==> src/hw/rtl/adl32_pkg.sv <==
// Shared types, constants and helpers for the Adler-32 checksum block.
package adl32_pkg;

   localparam int SUM_W   = 16;
   localparam int COUNT_W = 5;
   localparam int WORD_W  = 64;
   localparam int CHECK_W = 2 * SUM_W;

   typedef logic [SUM_W-1:0]   sum_type;
   typedef logic [COUNT_W-1:0] count_type;
   typedef logic [WORD_W-1:0]  word_type;
   typedef logic [CHECK_W-1:0] check_type;

   // Adler modulus and 2^16 mod 65521, used to fold the high bits back in
   localparam sum_type ADLER_MOD = 16'd65521;
   localparam int      FOLD_K    = 15;

   // Input must be below 2 * ADLER_MOD.
   function automatic sum_type reduce_once(input logic [SUM_W:0] value);
      logic [SUM_W:0] diff;
      begin
         diff = value - {1'b0, ADLER_MOD};
         reduce_once = (value >= {1'b0, ADLER_MOD}) ? diff[SUM_W-1:0] : value[SUM_W-1:0];
      end
   endfunction

endpackage

==> src/hw/rtl/adl32_if.sv <==
// Channel interfaces: data beats in, checksum out, start value writes.
interface adl32_req_if;
   import adl32_pkg::*;
   logic      valid;
   logic      ready;
   word_type  data_low;
   word_type  data_high;
   count_type byte_count;
   logic      first;
   logic      last;

   modport source (output valid, data_low, data_high, byte_count, first, last, input ready);
   modport sink   (input valid, data_low, data_high, byte_count, first, last, output ready);
endinterface

interface adl32_rsp_if;
   import adl32_pkg::*;
   logic      valid;
   logic      ready;
   check_type checksum;

   modport source (output valid, checksum, input ready);
   modport sink   (input valid, checksum, output ready);
endinterface

interface adl32_csr_if;
   import adl32_pkg::*;
   logic      valid;
   logic      ready;
   check_type start_value;

   modport source (output valid, start_value, input ready);
   modport sink   (input valid, start_value, output ready);
endinterface

==> src/hw/rtl/adler32_checksum_16byte.sv <==
// Path: input register, byte-sum register, then the loop stage loads the result register.
// Throughput: one beat per cycle while the pipe is not stalled; the update of the two running
//   sums (multiply by count, add, fold, one conditional subtract) sets that rate.
// A waiting checksum stalls the pipe only when the next beat to retire is also last.
// Reset (synchronous, active high): pipe empty, low sum 1, high sum 0,
//   start value 1.
module adler32_checksum_16byte #(
   parameter int BYTES_PER_ITEM = 16
) (
   input logic        clock,
   input logic        reset,
   adl32_csr_if.sink  csr_chan,
   adl32_req_if.sink  req_chan,
   adl32_rsp_if.source rsp_chan
);
   import adl32_pkg::*;

   // Stage widths follow from the lane count.
   localparam int WEIGHT_W = $clog2(BYTES_PER_ITEM + 1);
   localparam int PROD_W   = WEIGHT_W + 8;
   localparam int BSUM_MAX = 255 * BYTES_PER_ITEM;
   localparam int BSUM_W   = $clog2(BSUM_MAX + 1);
   localparam int WSUM_MAX = 255 * BYTES_PER_ITEM * (BYTES_PER_ITEM + 1) / 2;
   localparam int WSUM_W   = $clog2(WSUM_MAX + 1);
   localparam int T2_MAX   = 65535 + BYTES_PER_ITEM * 65535 + WSUM_MAX;
   localparam int T2_W     = $clog2(T2_MAX + 1);
   localparam int MUL_W    = SUM_W + COUNT_W;

   // ---------------- control ----------------
   logic      stall;
   logic      advance;
   logic      loop_fire;

   // input register: raw beat
   logic      in_valid_ff, in_valid_in;
   word_type  in_low_ff, in_low_in;
   word_type  in_high_ff, in_high_in;
   count_type in_count_ff, in_count_in;
   logic      in_first_ff, in_first_in;
   logic      in_last_ff, in_last_in;

   // byte-sum stage: plain and weighted byte sums, saturated count
   logic              p2_valid_ff, p2_valid_in;
   logic [BSUM_W-1:0] p2_bsum_ff, p2_bsum_in;
   logic [WSUM_W-1:0] p2_wsum_ff, p2_wsum_in;
   count_type         p2_count_ff, p2_count_in;
   logic              p2_first_ff, p2_first_in;
   logic              p2_last_ff, p2_last_in;
   count_type         n_sat;

   // running sums and configuration
   sum_type   low_sum_ff, low_sum_in;
   sum_type   high_sum_ff, high_sum_in;
   check_type start_value_ff, start_value_in;

   // result register
   logic      rsp_valid_ff, rsp_valid_in;
   check_type rsp_checksum_ff, rsp_checksum_in;

   // loop-stage datapath
   sum_type          s1_sel, s2_sel;
   logic [SUM_W:0]   t1;
   logic [MUL_W-1:0] mul;
   logic [T2_W-1:0]  t2;
   logic [SUM_W:0]   fold;
   sum_type          low_next, high_next;

   // The pipe only holds when a last beat must retire into a full result register.
   assign stall     = p2_valid_ff && p2_last_ff && rsp_valid_ff && !rsp_chan.ready;
   assign advance   = !stall;
   assign loop_fire = advance && p2_valid_ff;

   assign req_chan.ready    = advance;
   assign csr_chan.ready    = 1'b1;
   assign rsp_chan.valid    = rsp_valid_ff;
   assign rsp_chan.checksum = rsp_checksum_ff;

   // ---------------- input register ----------------
   always_comb begin
      in_valid_in = advance ? req_chan.valid      : in_valid_ff;
      in_low_in   = advance ? req_chan.data_low   : in_low_ff;
      in_high_in  = advance ? req_chan.data_high  : in_high_ff;
      in_count_in = advance ? req_chan.byte_count : in_count_ff;
      in_first_in = advance ? req_chan.first      : in_first_ff;
      in_last_in  = advance ? req_chan.last       : in_last_ff;
   end

   // ---------------- byte sums ----------------
   // Weighted sum uses weight n - i for lane i, zero past the count.
   assign n_sat = (in_count_ff > COUNT_W'(BYTES_PER_ITEM)) ? COUNT_W'(BYTES_PER_ITEM)
                                                           : in_count_ff;

   always_comb begin
      logic [2*WORD_W-1:0] data_all;
      logic [7:0]          bval;
      logic [WEIGHT_W-1:0] weight;
      logic [PROD_W-1:0]   prod;
      data_all   = {in_high_ff, in_low_ff};
      p2_bsum_in = '0;
      p2_wsum_in = '0;
      for (int i = 0; i < BYTES_PER_ITEM; i++) begin
         bval   = data_all[8*i +: 8];
         weight = (COUNT_W'(i) < n_sat) ? WEIGHT_W'(n_sat - COUNT_W'(i)) : '0;
         prod   = PROD_W'(weight) * PROD_W'(bval);
         if (weight != '0) begin
            p2_bsum_in = p2_bsum_in + BSUM_W'(bval);
         end
         p2_wsum_in = p2_wsum_in + WSUM_W'(prod);
      end
      if (!advance) begin
         p2_bsum_in = p2_bsum_ff;
         p2_wsum_in = p2_wsum_ff;
      end
   end

   always_comb begin
      p2_valid_in = advance ? in_valid_ff : p2_valid_ff;
      p2_count_in = advance ? n_sat       : p2_count_ff;
      p2_first_in = advance ? in_first_ff : p2_first_ff;
      p2_last_in  = advance ? in_last_ff  : p2_last_ff;
   end

   // ---------------- sum update loop ----------------
   // low  = (s1 + B) mod M
   // high = (s2 + n*s1 + sum (n-i)*b_i) mod M, folded with 2^16 = 15 (mod M)
   always_comb begin
      s1_sel    = p2_first_ff ? start_value_ff[SUM_W-1:0]       : low_sum_ff;
      s2_sel    = p2_first_ff ? start_value_ff[CHECK_W-1:SUM_W] : high_sum_ff;
      t1        = {1'b0, s1_sel} + (SUM_W + 1)'(p2_bsum_ff);
      low_next  = reduce_once(t1);
      mul       = {COUNT_W'(0), s1_sel} * {SUM_W'(0), p2_count_ff};
      t2        = T2_W'(s2_sel) + T2_W'(mul) + T2_W'(p2_wsum_ff);
      fold      = (SUM_W + 1)'(t2[SUM_W-1:0])
                + (SUM_W + 1)'(t2[T2_W-1:SUM_W]) * (SUM_W + 1)'(FOLD_K);
      high_next = reduce_once(fold);
   end

   always_comb begin
      low_sum_in      = loop_fire ? low_next  : low_sum_ff;
      high_sum_in     = loop_fire ? high_next : high_sum_ff;
      start_value_in  = csr_chan.valid ? csr_chan.start_value : start_value_ff;
      rsp_checksum_in = rsp_checksum_ff;
      if (loop_fire && p2_last_ff) begin
         rsp_valid_in    = 1'b1;
         rsp_checksum_in = {high_next, low_next};
      end else if (rsp_chan.ready) begin
         rsp_valid_in = 1'b0;
      end else begin
         rsp_valid_in = rsp_valid_ff;
      end
   end

   // ---------------- registers ----------------
   always_ff @(posedge clock) begin
      if (reset) begin
         in_valid_ff    <= 1'b0;
         p2_valid_ff    <= 1'b0;
         rsp_valid_ff   <= 1'b0;
         low_sum_ff     <= sum_type'(1);
         high_sum_ff    <= '0;
         start_value_ff <= check_type'(1);
      end else begin
         in_valid_ff    <= in_valid_in;
         p2_valid_ff    <= p2_valid_in;
         rsp_valid_ff   <= rsp_valid_in;
         low_sum_ff     <= low_sum_in;
         high_sum_ff    <= high_sum_in;
         start_value_ff <= start_value_in;
      end
   end

   // payload, no reset
   always_ff @(posedge clock) begin
      in_low_ff       <= in_low_in;
      in_high_ff      <= in_high_in;
      in_count_ff     <= in_count_in;
      in_first_ff     <= in_first_in;
      in_last_ff      <= in_last_in;
      p2_bsum_ff      <= p2_bsum_in;
      p2_wsum_ff      <= p2_wsum_in;
      p2_count_ff     <= p2_count_in;
      p2_first_ff     <= p2_first_in;
      p2_last_ff      <= p2_last_in;
      rsp_checksum_ff <= rsp_checksum_in;
   end

   // ---------------- assertions ----------------
   sums_in_range: assert property (@(posedge clock) disable iff (reset)
      (low_sum_ff < ADLER_MOD) && (high_sum_ff < ADLER_MOD))
      else $error("running sum not reduced");

   last_emits: assert property (@(posedge clock) disable iff (reset)
      (loop_fire && p2_last_ff) |=>
         (rsp_valid_ff && (rsp_checksum_ff == {high_sum_ff, low_sum_ff})))
      else $error("last beat did not load the checksum");

   sums_hold: assert property (@(posedge clock) disable iff (reset)
      !loop_fire |=> ($stable(low_sum_ff) && $stable(high_sum_ff)))
      else $error("sums changed without a retiring beat");

endmodule
==> src/flat_wrapper.sv <==
// flat-port wrapper written by rule: the top's interface ports become plain ports
module adler32_checksum_16byte_flat import adl32_pkg::*;
#(
   parameter int BYTES_PER_ITEM = 16
)
  (clock, reset, csr_chan_valid, csr_chan_start_value, csr_chan_ready, req_chan_valid, req_chan_data_low, req_chan_data_high, req_chan_byte_count, req_chan_first, req_chan_last, req_chan_ready, rsp_chan_valid, rsp_chan_checksum, rsp_chan_ready);
  adl32_csr_if csr_chan_i ();
  adl32_req_if req_chan_i ();
  adl32_rsp_if rsp_chan_i ();
  input logic clock;
  input logic reset;
  input wire logic [$bits(csr_chan_i.valid)-1:0] csr_chan_valid;
  input wire logic [$bits(csr_chan_i.start_value)-1:0] csr_chan_start_value;
  output wire logic [$bits(csr_chan_i.ready)-1:0] csr_chan_ready;
  input wire logic [$bits(req_chan_i.valid)-1:0] req_chan_valid;
  input wire logic [$bits(req_chan_i.data_low)-1:0] req_chan_data_low;
  input wire logic [$bits(req_chan_i.data_high)-1:0] req_chan_data_high;
  input wire logic [$bits(req_chan_i.byte_count)-1:0] req_chan_byte_count;
  input wire logic [$bits(req_chan_i.first)-1:0] req_chan_first;
  input wire logic [$bits(req_chan_i.last)-1:0] req_chan_last;
  output wire logic [$bits(req_chan_i.ready)-1:0] req_chan_ready;
  output wire logic [$bits(rsp_chan_i.valid)-1:0] rsp_chan_valid;
  output wire logic [$bits(rsp_chan_i.checksum)-1:0] rsp_chan_checksum;
  input wire logic [$bits(rsp_chan_i.ready)-1:0] rsp_chan_ready;
  assign csr_chan_i.valid = csr_chan_valid;
  assign csr_chan_i.start_value = csr_chan_start_value;
  assign csr_chan_ready = csr_chan_i.ready;
  assign req_chan_i.valid = req_chan_valid;
  assign req_chan_i.data_low = req_chan_data_low;
  assign req_chan_i.data_high = req_chan_data_high;
  assign req_chan_i.byte_count = req_chan_byte_count;
  assign req_chan_i.first = req_chan_first;
  assign req_chan_i.last = req_chan_last;
  assign req_chan_ready = req_chan_i.ready;
  assign rsp_chan_valid = rsp_chan_i.valid;
  assign rsp_chan_checksum = rsp_chan_i.checksum;
  assign rsp_chan_i.ready = rsp_chan_ready;
  adler32_checksum_16byte #(.BYTES_PER_ITEM(BYTES_PER_ITEM)) u_core (.clock(clock), .reset(reset), .csr_chan(csr_chan_i), .req_chan(req_chan_i), .rsp_chan(rsp_chan_i));
endmodule
==> config.mk <==
export PLATFORM = sky130hd
export DESIGN_NAME = adler32_checksum_16byte_flat
export DESIGN_NICKNAME = d
export VERILOG_FILES = /design/src/hw/rtl/adl32_pkg.sv /design/src/hw/rtl/adl32_if.sv /design/src/hw/rtl/adler32_checksum_16byte.sv /design/src/flat_wrapper.sv
export SDC_FILE = /design/constraint.sdc
export NUM_CORES = 2
export LEC_CHECK = 0
export BUFFER_PORTS_ARGS = -buffer_cell sky130_fd_sc_hd__buf_4
export CORE_AREA = 2 2 357 359
export CTS_CLUSTER_SIZE = 14
export DETAILED_ROUTE_END_ITERATION = 10
export DIE_AREA = 0 0 359 361
export SYNTH_ARGS = -nofsm -noshare
export SYNTH_HDL_FRONTEND = slang
export SYNTH_SLANG_ARGS = --single-unit
export TNS_END_PERCENT = 30
==> constraint.sdc <==
create_clock -name clock -period 16.3 [get_ports clock]
set_clock_uncertainty 0.2 [all_clocks]
set_input_delay 1.63 -clock clock [delete_from_list [all_inputs] [get_ports clock]]
set_output_delay 1.63 -clock clock [all_outputs]
set_load 0.01 [all_outputs]
==> reports/qor.yml <==
routing:
  vias: 32400
  drc: 0
  drt_iter0_markers: 2181
  wire_per_inst_um: 19.9
  viasPerCell: 4.99
  firstDrtPassIters: 6
  finalWirelength_mm: 129
  antenna_left: 0
sta:
  setup_viol_count_final: 0
  worstMarginPinSlew_ns: 1.21
  whs_ns: 0.201
  final-hold-violation-count: 0
  fmax_mhz: 64.1
  fin_crit_ns: 15.61
  slew_viol_final: 0
  finalCritPeriodShare_pct: 95.8
  max_slew_margin_pct: 16.8
critical_path:
  critPathLaunchType: "register"
  cp_common_cell: "ha_1"
  endpoint_kind: "register"
  slowest_stage: "fa_1"
  critPathMaxStageDelay_ns: 0.48
  path_delay_family: "adder cells"
  cp_max_fo: 6
  cp_num_buf_inv: 4
  crit_type: "register to register"
  crit_required_ns: 16.44
  arrival_ns: 15.74
clocking:
  clkLatencyLatePin_ns: 0.62
  ctsHoldBuffers: 0
  cts-buffers-inserted: 37
  clock-sinks: 269
  tritoncts: "done"
  clk_pin_slew_worst_paths_ns: 0.06
  clock_tree.root_cell: "clkbuf_16"
  htree_levels: 2
  cts_buffer_depth: 3
finish:
  antennaDiodeCount: 0
  seqCellArea_sq_um: 7410
  final_area_sq_um: 49500
  drive_above_1_share_pct: 11.7
  syn2layout_area_growth_pct: 13.4
  multi_input_area_sq_um: 33200
  final.fill_count: 12300
  final_nets: 6115
  instances_no_fill: 6498
  layout_commonest_cell: "inv_1"
  final_cell_mix: "inv_1 (850), fa_1 (698), nand2_1 (458)"
floorplan:
  core_area_sq_um: 125000
  initial_utilization_pct: 34.8
  pin_count: 207
  die_h_um: 361
  std_cell_rows: 130
  fp.dieW_um: 359
  dieArea_sq_um: 130000
grt:
  busiest_layer: "met2"
  met1_usage_pct: 27.0
  antenna_found_initial: 4
  track_usage_pct: 20.1
  grt_pass1_wl_mm: 198
  overflow: 0
  grt_use_met3_pct: 4.72
  grt_pass1_vias: 33000
  grt_max_degree: 64
  grt_use_met2_pct: 31.9
hold_path:
  hold_path_class: "register to register"
synth:
  postSynthCellCount: 4538
  ys.warnings.count: 0
  synth_top_cell_by_area: "fa_1"
  ys_seq_area_share_pct: 17.0
  syn_area_sq_um: 43700
  netlist.area_leader.share_pct: 32.1
  synth.distinct_cells: 98
  synth_area_per_cell_sq_um: 9.63
  synth-seq-cells: 269
  synth_edf_count: 202
  synth_ff_type: "edfxtp_1"
  ys_top_cells_by_area: "fa_1 (32%), edfxtp_1 (14%), ha_1 (12%)"
  async_reset_ff_share_pct: 0
status:
  status: "finished, final reports clean"
placed_design:
  place_area_sq_um: 47700
  placed_cells: 6415
  io_buffers: 205
  gp_congestion: 0.899
  hpwlAfterDp_mm: 110
job:
  cap_violations: 0
==> synthesized netlist by cell type (all sizes together), types with 24 or more instances <==
library cell and count:
inv 852, fa 700, nand2 458, ha 423
and2 313, nor2 213, edfxtp 202, a21oi 172
xnor2 145, o21ai 118, clkbuf 71, mux2 68
dfxtp 67, nor3 63, mux2i 57, and3 55
a21o 50, nand3 45, nor2b 45, xor2 45
nand2b 39, o21bai 37, o21a 26, buf 24
==> worst register-to-register path: cells and delay by family (launching register included) <==
| kind | cells | cell delay (ns) |
|---|---|---|
| compound gates | 21 | 3.40 |
| flops | 1 | 0.39 |
| buf+inv | 4 | 0.48 |
| xor+xnor | 8 | 1.11 |
| mux | 8 | 2.42 |
| simple gates | 16 | 2.44 |
| fa+ha+maj | 16 | 4.90 |
==> layout make-up <==
cell class,count,share of cell area (%)
timing repair buffer,314,4.76
clock buffer,49,2.11
multi-input combinational,3346,67.1
sequential,269,15.0
clock inverter,18,0.490
inverter,852,6.46
tap,1650,4.17
==> cells by family (layout without fill, tap and decap cells) <==
| logic type | Yosys count | after routing | synth area share (%) |
|---|---|---|---|
| xor+xnor | 193 | 193 | 4.22 |
| fa+ha+maj | 1125 | 1125 | 44.2 |
| other cells | 2 | 26 | 0.0172 |
| mux | 125 | 125 | 3.06 |
| compound gates | 559 | 559 | 8.37 |
| buf+inv | 947 | 1233 | 8.21 |
| simple gates | 1318 | 1318 | 14.9 |
| flops | 269 | 269 | 17.0 |
==> metrics by stage <==
| step | TNS (ns) | setup slack [ns] | util (%) |
|---|---|---|---|
| after floorplan | 0 | 0.366 | - |
| after global placement | 0 | 0.248 | 38.1 |
| after detailed placement | 0 | 0.0505 | 38.1 |
| after CTS | 0 | 0.0584 | 39.1 |
| after global routing | -0.103 | -0.103 | 39.5 |
| final | 0 | 0.693 | 39.5 |
==> repair_timing <==
| action | in CTS | in global routing |
|---|---|---|
| endpoints found under the setup margin | 1 | 6 |
| setup buffers | 0 | 16 |
| endpoints found under the hold margin | 0 | 0 |
| gates resized for setup | 3 | 76 |
| pin swaps | 0 | 14 |
==> routing by layer <==
layer	part of all wire, %	wire (um)
met4	3.4	4410
met3	8.0	10300
met1	43	55900
met5	0	0
met2	45	58400
==> sequential cells by signal, summed over array words and instances (netlist names), 5 cells and up <==
signal	count
u_core.in_count_ff	5
u_core.p2_count_ff	5
u_core.p2_wsum_ff	16
u_core.high_sum_ff	16
u_core.in_low_ff	64
u_core.rsp_chan.checksum	32
u_core.p2_bsum_ff	12
u_core.low_sum_ff	16
u_core.start_value_ff	32
u_core.in_high_ff	64
==> path summary, 6_finish.rpt <==
path                                            start                     to  slack, ns  depth (start not counted)
worst max-delay path            u_core.in_count_ff[4]  u_core.p2_bsum_ff[11]       0.69                         73
worst min-delay path               u_core.in_first_ff     u_core.p2_first_ff       0.20                          0
worst max register to register  u_core.in_count_ff[4]  u_core.p2_bsum_ff[11]       0.69                         73
worst min register to register     u_core.in_first_ff     u_core.p2_first_ff       0.20                          0
Power is not shown: default switching activity piles up to over one toggle a cycle in this logic, so the estimate is an artifact.
